### config.mk
export PLATFORM = sky130hd
export DESIGN_NAME = tlv_element_deframer_flat
export DESIGN_NICKNAME = d
export VERILOG_FILES = /design/src/sv/tlvd_pkg.sv /design/src/sv/tlvd_if.sv /design/src/sv/tlv_element_deframer.sv /design/src/sv/tlvd_in_stage.sv /design/src/sv/tlvd_decode.sv /design/src/flat_wrapper.sv
export SDC_FILE = /design/constraint.sdc
export NUM_CORES = 1
export LEC_CHECK = 0
export BUFFER_PORTS_ARGS = -buffer_cell sky130_fd_sc_hd__buf_2
export CAP_MARGIN = 10
export CORE_MARGIN = 4
export CORE_UTILIZATION = 55
export DETAILED_ROUTE_END_ITERATION = 8
export HOLD_SLACK_MARGIN = 0.06
export PLACE_DENSITY = 0.81
export SYNTH_ARGS = -nofsm -noshare
export SYNTH_HDL_FRONTEND = slang
export SYNTH_SLANG_ARGS = --single-unit
### constraint.sdc
create_clock -name clk -period 5.38 [get_ports clk]
set_input_delay 0.269 -clock clk [delete_from_list [all_inputs] [get_ports clk]]
set_output_delay 0.269 -clock clk [all_outputs]
set_load 0.01 [all_outputs]
### src/sv/tlvd_pkg.sv
// Package: types, codes and field extraction functions for the TLV element deframer.
`default_nettype none
package tlvd_pkg;

  localparam logic [31:0] LENGTH_BYTES = 32'd4;
  localparam logic [2:0]  HEADER_LAST  = 3'd7;

  localparam logic [1:0] ORDER_BIG    = 2'd0;
  localparam logic [1:0] ORDER_LITTLE = 2'd1;
  localparam logic [1:0] ORDER_DETECT = 2'd2;

  localparam logic MODE_DATA = 1'b0;
  localparam logic MODE_END  = 1'b1;

  typedef enum logic [1:0] {
    KIND_HEADER = 2'd0,
    KIND_DATA   = 2'd1,
    KIND_END    = 2'd2,
    KIND_ERROR  = 2'd3
  } kind_t;

  typedef struct packed {
    logic       mode;
    logic [7:0] byte_value;
  } in_item_t;

  typedef struct packed {
    logic       valid;
    in_item_t   item;
  } stage_t;

  function automatic logic [7:0] hbyte(input logic [63:0] hb, input logic [2:0] idx);
    hbyte = hb[{idx, 3'b000} +: 8];
  endfunction

  function automatic logic [15:0] get16(input logic [63:0] hb, input logic [2:0] at,
                                        input logic little);
    logic [2:0] at1;
    at1 = at + 3'd1;
    if (little) begin
      get16 = {hbyte(hb, at1), hbyte(hb, at)};
    end else begin
      get16 = {hbyte(hb, at), hbyte(hb, at1)};
    end
  endfunction

  function automatic logic [31:0] get_length(input logic [63:0] hb, input logic little);
    if (little) begin
      get_length = hb[63:32];
    end else begin
      get_length = {hb[39:32], hb[47:40], hb[55:48], hb[63:56]};
    end
  endfunction

endpackage
`default_nettype wire

### src/sv/tlvd_if.sv
// Interfaces: the byte input channel and the result channel of the deframer.
`default_nettype none
interface tlvd_in_if;
  logic       valid;
  logic       ready;
  logic       mode;
  logic [7:0] byte_value;

  modport source (output valid, output mode, output byte_value, input ready);
  modport sink   (input valid, input mode, input byte_value, output ready);
endinterface

interface tlvd_out_if;
  logic        valid;
  logic        ready;
  logic [1:0]  kind;
  logic [15:0] tag_group;
  logic [15:0] tag_element;
  logic [31:0] value_length;
  logic [7:0]  data_byte;
  logic        last;
  logic        order_little;

  modport source (output valid, output kind, output tag_group, output tag_element,
                  output value_length, output data_byte, output last,
                  output order_little, input ready);
  modport sink   (input valid, input kind, input tag_group, input tag_element,
                  input value_length, input data_byte, input last,
                  input order_little, output ready);
endinterface
`default_nettype wire

### src/sv/tlv_element_deframer.sv
// Top level of the TLV element deframer.
// The input channel in_ch carries one stream byte or an end-of-input marker per
// transaction. Each element is an 8-byte header (group id, element id, 32-bit
// length) followed by that many value bytes. The result channel out_ch gives
// one transaction per decoded header, per value byte and per end marker; header
// bytes other than the eighth give none. A detection failure or an end marker
// inside an element gives a protocol error, after which a new header is awaited.
// The user must write the byte order register through cfg_we and cfg_wdata only
// while idle; the block does not enforce this. An accepted transaction is held in
// the input register and is then decoded into the result register, from which
// out_ch offers it. One transaction is accepted per cycle while the receiver does
// not stall; the only loop is the element state update in the decoder. When the
// receiver stalls the result register holds its transaction and the input register
// fills, after which in_ch.ready falls. Synchronous reset clears both registers,
// selects byte order detection and assumes little-endian.
`default_nettype none
module tlv_element_deframer (
  input  wire logic       clk,
  input  wire logic       rst_n,
  tlvd_in_if.sink         in_ch,
  tlvd_out_if.source      out_ch,
  input  wire logic       cfg_we,
  input  wire logic [1:0] cfg_wdata
);

  tlvd_pkg::stage_t stage;
  logic             take;

  tlvd_in_stage u_in_stage (
    .clk   (clk),
    .rst_n (rst_n),
    .in_ch (in_ch),
    .take  (take),
    .stage (stage)
  );

  tlvd_decode u_decode (
    .clk       (clk),
    .rst_n     (rst_n),
    .cfg_we    (cfg_we),
    .cfg_wdata (cfg_wdata),
    .stage     (stage),
    .take      (take),
    .out_ch    (out_ch)
  );

endmodule
`default_nettype wire

### src/sv/tlvd_in_stage.sv
// Input register: holds one accepted transaction until the decoder takes it.
`default_nettype none
module tlvd_in_stage (
  input  wire logic       clk,
  input  wire logic       rst_n,
  tlvd_in_if.sink         in_ch,
  input  wire logic       take,
  output tlvd_pkg::stage_t stage
);

  logic               valid_r;
  logic               valid_nxt;
  tlvd_pkg::in_item_t item_r;
  logic               load;

  assign in_ch.ready = !valid_r || take;
  assign load        = in_ch.valid && in_ch.ready;
  assign valid_nxt   = load || (valid_r && !take);

  always_ff @(posedge clk) begin
    if (!rst_n) begin
      valid_r <= 1'b0;
    end else begin
      valid_r <= valid_nxt;
    end
  end

  always_ff @(posedge clk) begin
    if (load) begin
      item_r.mode       <= in_ch.mode;
      item_r.byte_value <= in_ch.byte_value;
    end
  end

  assign stage.valid = valid_r;
  assign stage.item  = item_r;

endmodule
`default_nettype wire

### src/sv/tlvd_decode.sv
// Decoder: header assembly, byte order choice, value byte count and the result register.
`default_nettype none
module tlvd_decode (
  input  wire logic        clk,
  input  wire logic        rst_n,
  input  wire logic        cfg_we,
  input  wire logic [1:0]  cfg_wdata,
  input  wire tlvd_pkg::stage_t stage,
  output logic             take,
  tlvd_out_if.source       out_ch
);

  logic [1:0]  order_mode_r;
  logic        in_data_r, in_data_nxt;
  logic [2:0]  count_r, count_nxt;
  logic [63:0] hb_r, hb_nxt, hb_ins;
  logic [31:0] rem_r, rem_nxt, rem_dec, len;
  logic        little_r, little_nxt;
  logic        settled_r, settled_nxt;

  logic          res_valid;
  tlvd_pkg::kind_t res_kind;
  logic          res_fields;
  logic [7:0]    res_byte;
  logic          res_last;

  logic          out_valid_r;
  logic [1:0]    kind_r;
  logic [15:0]   group_r, element_r;
  logic [31:0]   length_r;
  logic [7:0]    byte_r;
  logic          last_r;

  logic out_free;
  logic clean;
  logic [7:0] b;

  assign out_free = !out_valid_r || out_ch.ready;
  assign take     = stage.valid && out_free;
  assign b        = stage.item.byte_value;
  assign rem_dec  = rem_r - 32'd1;
  assign clean    = !in_data_r && (count_r == 3'd0);

  always_comb begin
    hb_ins = hb_r;
    hb_ins[{count_r, 3'b000} +: 8] = b;
  end

  always_comb begin
    in_data_nxt = in_data_r;
    count_nxt   = count_r;
    hb_nxt      = hb_r;
    rem_nxt     = rem_r;
    little_nxt  = little_r;
    settled_nxt = settled_r;
    res_valid   = 1'b0;
    res_kind    = tlvd_pkg::KIND_HEADER;
    res_fields  = 1'b0;
    res_byte    = 8'd0;
    res_last    = 1'b0;
    len         = 32'd0;
    if (stage.item.mode == tlvd_pkg::MODE_END) begin
      in_data_nxt = 1'b0;
      count_nxt   = 3'd0;
      rem_nxt     = 32'd0;
      res_valid   = 1'b1;
      res_kind    = clean ? tlvd_pkg::KIND_END : tlvd_pkg::KIND_ERROR;
    end else if (in_data_r) begin
      rem_nxt     = rem_dec;
      in_data_nxt = (rem_dec != 32'd0);
      res_valid   = 1'b1;
      res_kind    = tlvd_pkg::KIND_DATA;
      res_fields  = 1'b1;
      res_byte    = b;
      res_last    = (rem_dec == 32'd0);
    end else begin
      hb_nxt = hb_ins;
      if (count_r != tlvd_pkg::HEADER_LAST) begin
        count_nxt = count_r + 3'd1;
      end else begin
        count_nxt = 3'd0;
        res_valid = 1'b1;
        case (order_mode_r)
          tlvd_pkg::ORDER_BIG:    little_nxt = 1'b0;
          tlvd_pkg::ORDER_LITTLE: little_nxt = 1'b1;
          default: begin
            if (!settled_r) begin
              if (tlvd_pkg::get_length(hb_ins, 1'b0) == tlvd_pkg::LENGTH_BYTES) begin
                little_nxt  = 1'b0;
                settled_nxt = 1'b1;
              end else if (tlvd_pkg::get_length(hb_ins, 1'b1) == tlvd_pkg::LENGTH_BYTES) begin
                little_nxt  = 1'b1;
                settled_nxt = 1'b1;
              end else begin
                little_nxt = 1'b1;
                res_kind   = tlvd_pkg::KIND_ERROR;
              end
            end
          end
        endcase
        if (res_kind == tlvd_pkg::KIND_HEADER) begin
          len         = tlvd_pkg::get_length(hb_ins, little_nxt);
          rem_nxt     = len;
          in_data_nxt = (len != 32'd0);
          res_fields  = 1'b1;
          res_last    = (len == 32'd0);
        end
      end
    end
  end

  always_ff @(posedge clk) begin
    if (!rst_n) begin
      order_mode_r <= tlvd_pkg::ORDER_DETECT;
      in_data_r    <= 1'b0;
      count_r      <= 3'd0;
      hb_r         <= 64'd0;
      rem_r        <= 32'd0;
      little_r     <= 1'b1;
      settled_r    <= 1'b0;
      out_valid_r  <= 1'b0;
    end else begin
      if (take) begin
        in_data_r <= in_data_nxt;
        count_r   <= count_nxt;
        hb_r      <= hb_nxt;
        rem_r     <= rem_nxt;
        little_r  <= little_nxt;
      end
      if (cfg_we) begin
        order_mode_r <= cfg_wdata;
        settled_r    <= 1'b0;
      end else if (take) begin
        settled_r <= settled_nxt;
      end
      if (out_free) begin
        out_valid_r <= take && res_valid;
      end
    end
  end

  always_ff @(posedge clk) begin
    if (take && res_valid) begin
      kind_r    <= res_kind;
      group_r   <= res_fields ? tlvd_pkg::get16(hb_nxt, 3'd0, little_nxt) : 16'd0;
      element_r <= res_fields ? tlvd_pkg::get16(hb_nxt, 3'd2, little_nxt) : 16'd0;
      length_r  <= res_fields ? tlvd_pkg::get_length(hb_nxt, little_nxt) : 32'd0;
      byte_r    <= res_byte;
      last_r    <= res_last;
    end
  end

  assign out_ch.valid        = out_valid_r;
  assign out_ch.kind         = kind_r;
  assign out_ch.tag_group    = group_r;
  assign out_ch.tag_element  = element_r;
  assign out_ch.value_length = length_r;
  assign out_ch.data_byte    = byte_r;
  assign out_ch.last         = last_r;
  assign out_ch.order_little = little_r;

endmodule
`default_nettype wire

### src/flat_wrapper.sv
// flat-port wrapper written by rule: the top's interface ports become plain ports
module tlv_element_deframer_flat 
  (clk, rst_n, cfg_we, cfg_wdata, in_ch_valid, in_ch_mode, in_ch_byte_value, in_ch_ready, out_ch_valid, out_ch_kind, out_ch_tag_group, out_ch_tag_element, out_ch_value_length, out_ch_data_byte, out_ch_last, out_ch_order_little, out_ch_ready);
  tlvd_in_if in_ch_i ();
  tlvd_out_if out_ch_i ();
  input  wire logic clk;
  input  wire logic rst_n;
  input  wire logic cfg_we;
  input  wire logic [1:0] cfg_wdata;
  input wire logic [$bits(in_ch_i.valid)-1:0] in_ch_valid;
  input wire logic [$bits(in_ch_i.mode)-1:0] in_ch_mode;
  input wire logic [$bits(in_ch_i.byte_value)-1:0] in_ch_byte_value;
  output wire logic [$bits(in_ch_i.ready)-1:0] in_ch_ready;
  output wire logic [$bits(out_ch_i.valid)-1:0] out_ch_valid;
  output wire logic [$bits(out_ch_i.kind)-1:0] out_ch_kind;
  output wire logic [$bits(out_ch_i.tag_group)-1:0] out_ch_tag_group;
  output wire logic [$bits(out_ch_i.tag_element)-1:0] out_ch_tag_element;
  output wire logic [$bits(out_ch_i.value_length)-1:0] out_ch_value_length;
  output wire logic [$bits(out_ch_i.data_byte)-1:0] out_ch_data_byte;
  output wire logic [$bits(out_ch_i.last)-1:0] out_ch_last;
  output wire logic [$bits(out_ch_i.order_little)-1:0] out_ch_order_little;
  input wire logic [$bits(out_ch_i.ready)-1:0] out_ch_ready;
  assign in_ch_i.valid = in_ch_valid;
  assign in_ch_i.mode = in_ch_mode;
  assign in_ch_i.byte_value = in_ch_byte_value;
  assign in_ch_ready = in_ch_i.ready;
  assign out_ch_valid = out_ch_i.valid;
  assign out_ch_kind = out_ch_i.kind;
  assign out_ch_tag_group = out_ch_i.tag_group;
  assign out_ch_tag_element = out_ch_i.tag_element;
  assign out_ch_value_length = out_ch_i.value_length;
  assign out_ch_data_byte = out_ch_i.data_byte;
  assign out_ch_last = out_ch_i.last;
  assign out_ch_order_little = out_ch_i.order_little;
  assign out_ch_i.ready = out_ch_ready;
  tlv_element_deframer u_core (.clk(clk), .rst_n(rst_n), .in_ch(in_ch_i), .out_ch(out_ch_i), .cfg_we(cfg_we), .cfg_wdata(cfg_wdata));
endmodule
==> metrics.cfg <==
[run_status]
run_status = completed

[timing]
layout_min_cycle_time_ps = 4520
setup_viol = 0
rsz0062_at_grt = false
fmax_mhz = 221
min_period_over_period_pct = 84.1
slew_viol_final = 0
finalClockSkew_ps = 10.1
hold_viol = 0
fin_tns_setup_ps = 0
worst_pin_slew_ps = 1210
slew_headroom_pct = 19.5

[grt]
track_usage_pct = 28.4
overflow = 0
grt_util_met2_pct = 42.9
grtUsageMet1_pct = 40.5
grt_max_degree = 86
grt_pass1_wl_microns = 50100
antenna_found_initial = 0
grt.busiest_layer = met2
grt_use_met3_pct = 5.51
grt_pass1_vias = 9063

[clocking]
root_buffer = clkbuf_16
cts-resized-gates = 0
h-tree-depth = 4
cts_tree = yes
cts.clk_slew.worst_paths_ps = 70
clock_sinks = 190
clk_latency_ps = 440
cts_buffers = 17
cts_buffer_depth = 2

[cells_and_area]
utilization_pct = 62.5
layout_commonest_cell = nand2_1
drive_gt1_share_pct = 17.9
mostFrequentLayoutCells = 138 x nand2_1, 106 x dfxtp_1, 104 x nor2_1
syn2layout_area_growth_pct = 11.6
fin_nets = 1270
diodes = 0
fill_cells = 1622

[drt]
ant_nets = 0
drt_iter0_markers = 1403
dr.pass1.iters = 7
vias = 9975
drt-wirelength-per-cell_microns = 20.9
viasPerCell = 6.54
drt_wl_total_microns = 31900
drc = 0

[critical_path]
critPathKind = reg2reg
slowest_delay_ps = 550
crit_path_frequent_cell = ha_1
worstReg2RegEnd = u_core.u_decode.rem_r[15]
reg2regPathDepth = 12
path_max_fanout = 24
reg2reg_setup_slack_ps = 860
cp-start-kind = register
cp_slowest_cell = dfxtp_1
path_cells = inv_1, ha_1, ha_1, or3b_4, nor2_2, buf_4, mux2i_1, xnor2_1, a311o_2, nand2_1, o221a_2, a41o_1
worstPathRequired_ps = 5720
reg2reg_from = u_core.u_decode.count_r[0]
arrival_ps = 4860
cp-end-kind = register

[die]
core_sq_um = 19500
placementRows = 51
pin_count = 94
chipWidth_microns = 149
die_h_microns = 149
die_area_sq_um = 22100
initial_core_util_pct = 55.9

[synth]
synth_area_sq_um = 10900
synth_area_per_cell_sq_um = 9.08
seq_area_frac_synth_pct = 42.7
ys.flop_type = dfxtp_1
yosysWarnings = 0
synth-seq-cells = 190
syn_nets = 1221
ys_types = 90
synthCells = 1199
async_reset_ff_share_pct = 0
synth_edf_count = 84

[power_and_ir_drop]
p_per_area_nw_per_um2 = 260
vdd_ir_drop_max_v = 0.000224
leakage_nw = 4.52

[job]
drv_cap = 0

[placed_design]
gp_congestion = 0.983
portBuffers = 93
dp_hpwl_microns = 21100

[hold_path]
hold_class = in2reg
holdPathStages = 3
min_from = cfg_wdata[0]
hold_end = u_core.u_decode.order_mode_r[0]

[kinds of logic after synthesis]
logic type / after synthesis / synth area share [%]
and+or+nand+nor: 434 / 19.7
xor gates and xnor gates: 3 / 0.241
adders and majority gates: 6 / 0.689
buffers and inverters: 116 / 4.84
muxes: 118 / 11.4
DFF: 190 / 42.7
AOI/OAI and AO/OA: 332 / 20.5
[critical path, delay by kind of cell (launching register included)]
family	cells	cell delay (ps)
and+or+nand+nor	3	1090
DFF	1	550
muxes	1	530
buffers and inverters	2	320
xor gates and xnor gates	1	270
AOI/OAI and AO/OA	3	1050
adders and majority gates	2	600
[repair_timing]
action | in CTS | in global routing
hold buffers | 12 | 0
buffers inserted | 0 | 0
endpoints found under the hold margin | 12 | 0
[stage by stage]
stage / area, sq um / total power [mW] / std cells / worst slack [ps] / hold WS [ps]
global route: 12200 / 3.25 / 1526 / 697 / 99.4
detailed placement: 11400 / 1.88 / 1482 / 1030 / 447
global placement: 11400 / 1.88 / 1482 / 1180 / 440
finish: 12200 / 3.16 / 1526 / 856 / 66.9
floorplan: 10900 / 1.80 / 1199 / 716 / 348
CTS: 12200 / 3.16 / 1526 / 994 / 65.3
[cells in the mapped netlist, types with 13 or more instances]
master,instances,area [sq um]
nand2_1,138,518
clkbuf_1,74,278
a31oi_1,19,119
a211oi_1,76,571
inv_1,13,48.8
nor4_1,14,87.6
and2_1,14,87.6
dfxtp_1,106,2120
o211ai_1,20,150
mux2_2,42,473
nor2_1,104,390
o21ai_0,45,225
mux2i_1,75,751
nor3_1,59,295
a21oi_1,88,440
nand3_1,20,100
edfxtp_1,84,2520
[final cells by class]
cell class | instances | area, sq um | share of cell area, %
tap | 265 | 332 | 2.73
inverter | 13 | 50.0 | 0.412
clock buffer | 17 | 425 | 3.50
timing repair buffer | 133 | 808 | 6.65
multi-input combinational | 893 | 5720 | 47.0
clock inverter | 15 | 179 | 1.47
sequential | 190 | 4640 | 38.2
[metal layers]
metal	up-vias	wire, microns
li1	4612	-
met1	4646	13500
met2	621	14200
met3	96	3230
met4	0	1050
met5	-	0
[sequential cells by signal (all words and copies together), names as in the netlist, 3 cells and up]
| register | flops |
|---|---|
| u_core.u_decode.count_r | 3 |
| u_core.u_decode.hb_r | 64 |
| u_core.u_decode.out_ch.data_byte | 8 |
| u_core.u_decode.out_ch.tag_element | 16 |
| u_core.u_decode.out_ch.tag_group | 16 |
| u_core.u_decode.out_ch.value_length | 32 |
| u_core.u_decode.rem_r | 32 |
| u_core.u_in_stage.stage | 9 |
[report_power, final]
part | internal [mW] | switching, mW | leakage [nW]
Sequential | 1.54 | 0.0260 | 1.63
Clock | 0.701 | 0.592 | 0.296
Combinational | 0.104 | 0.202 | 2.59
Total | 2.34 | 0.820 | 4.52
[how the worst max path moves through the flow]
stage	from	to	slack, ps	depth (start not counted)
final	u_core.u_decode.count_r[0]	u_core.u_decode.rem_r[15]	860	12
after global routing	u_core.u_decode.count_r[0]	u_core.u_decode.rem_r[15]	700	12
after CTS	u_core.u_decode.count_r[0]	u_core.u_decode.rem_r[15]	990	12
after detailed placement	u_core.u_decode.count_r[0]	u_core.u_decode.rem_r[15]	1030	12
after global placement	u_core.u_decode.count_r[0]	u_core.u_decode.rem_r[15]	1180	12
after floorplan	u_core.u_decode.out_ch.valid	u_core.u_decode.rem_r[24]	720	10
Note: power is estimated with default switching activity, not from simulation.
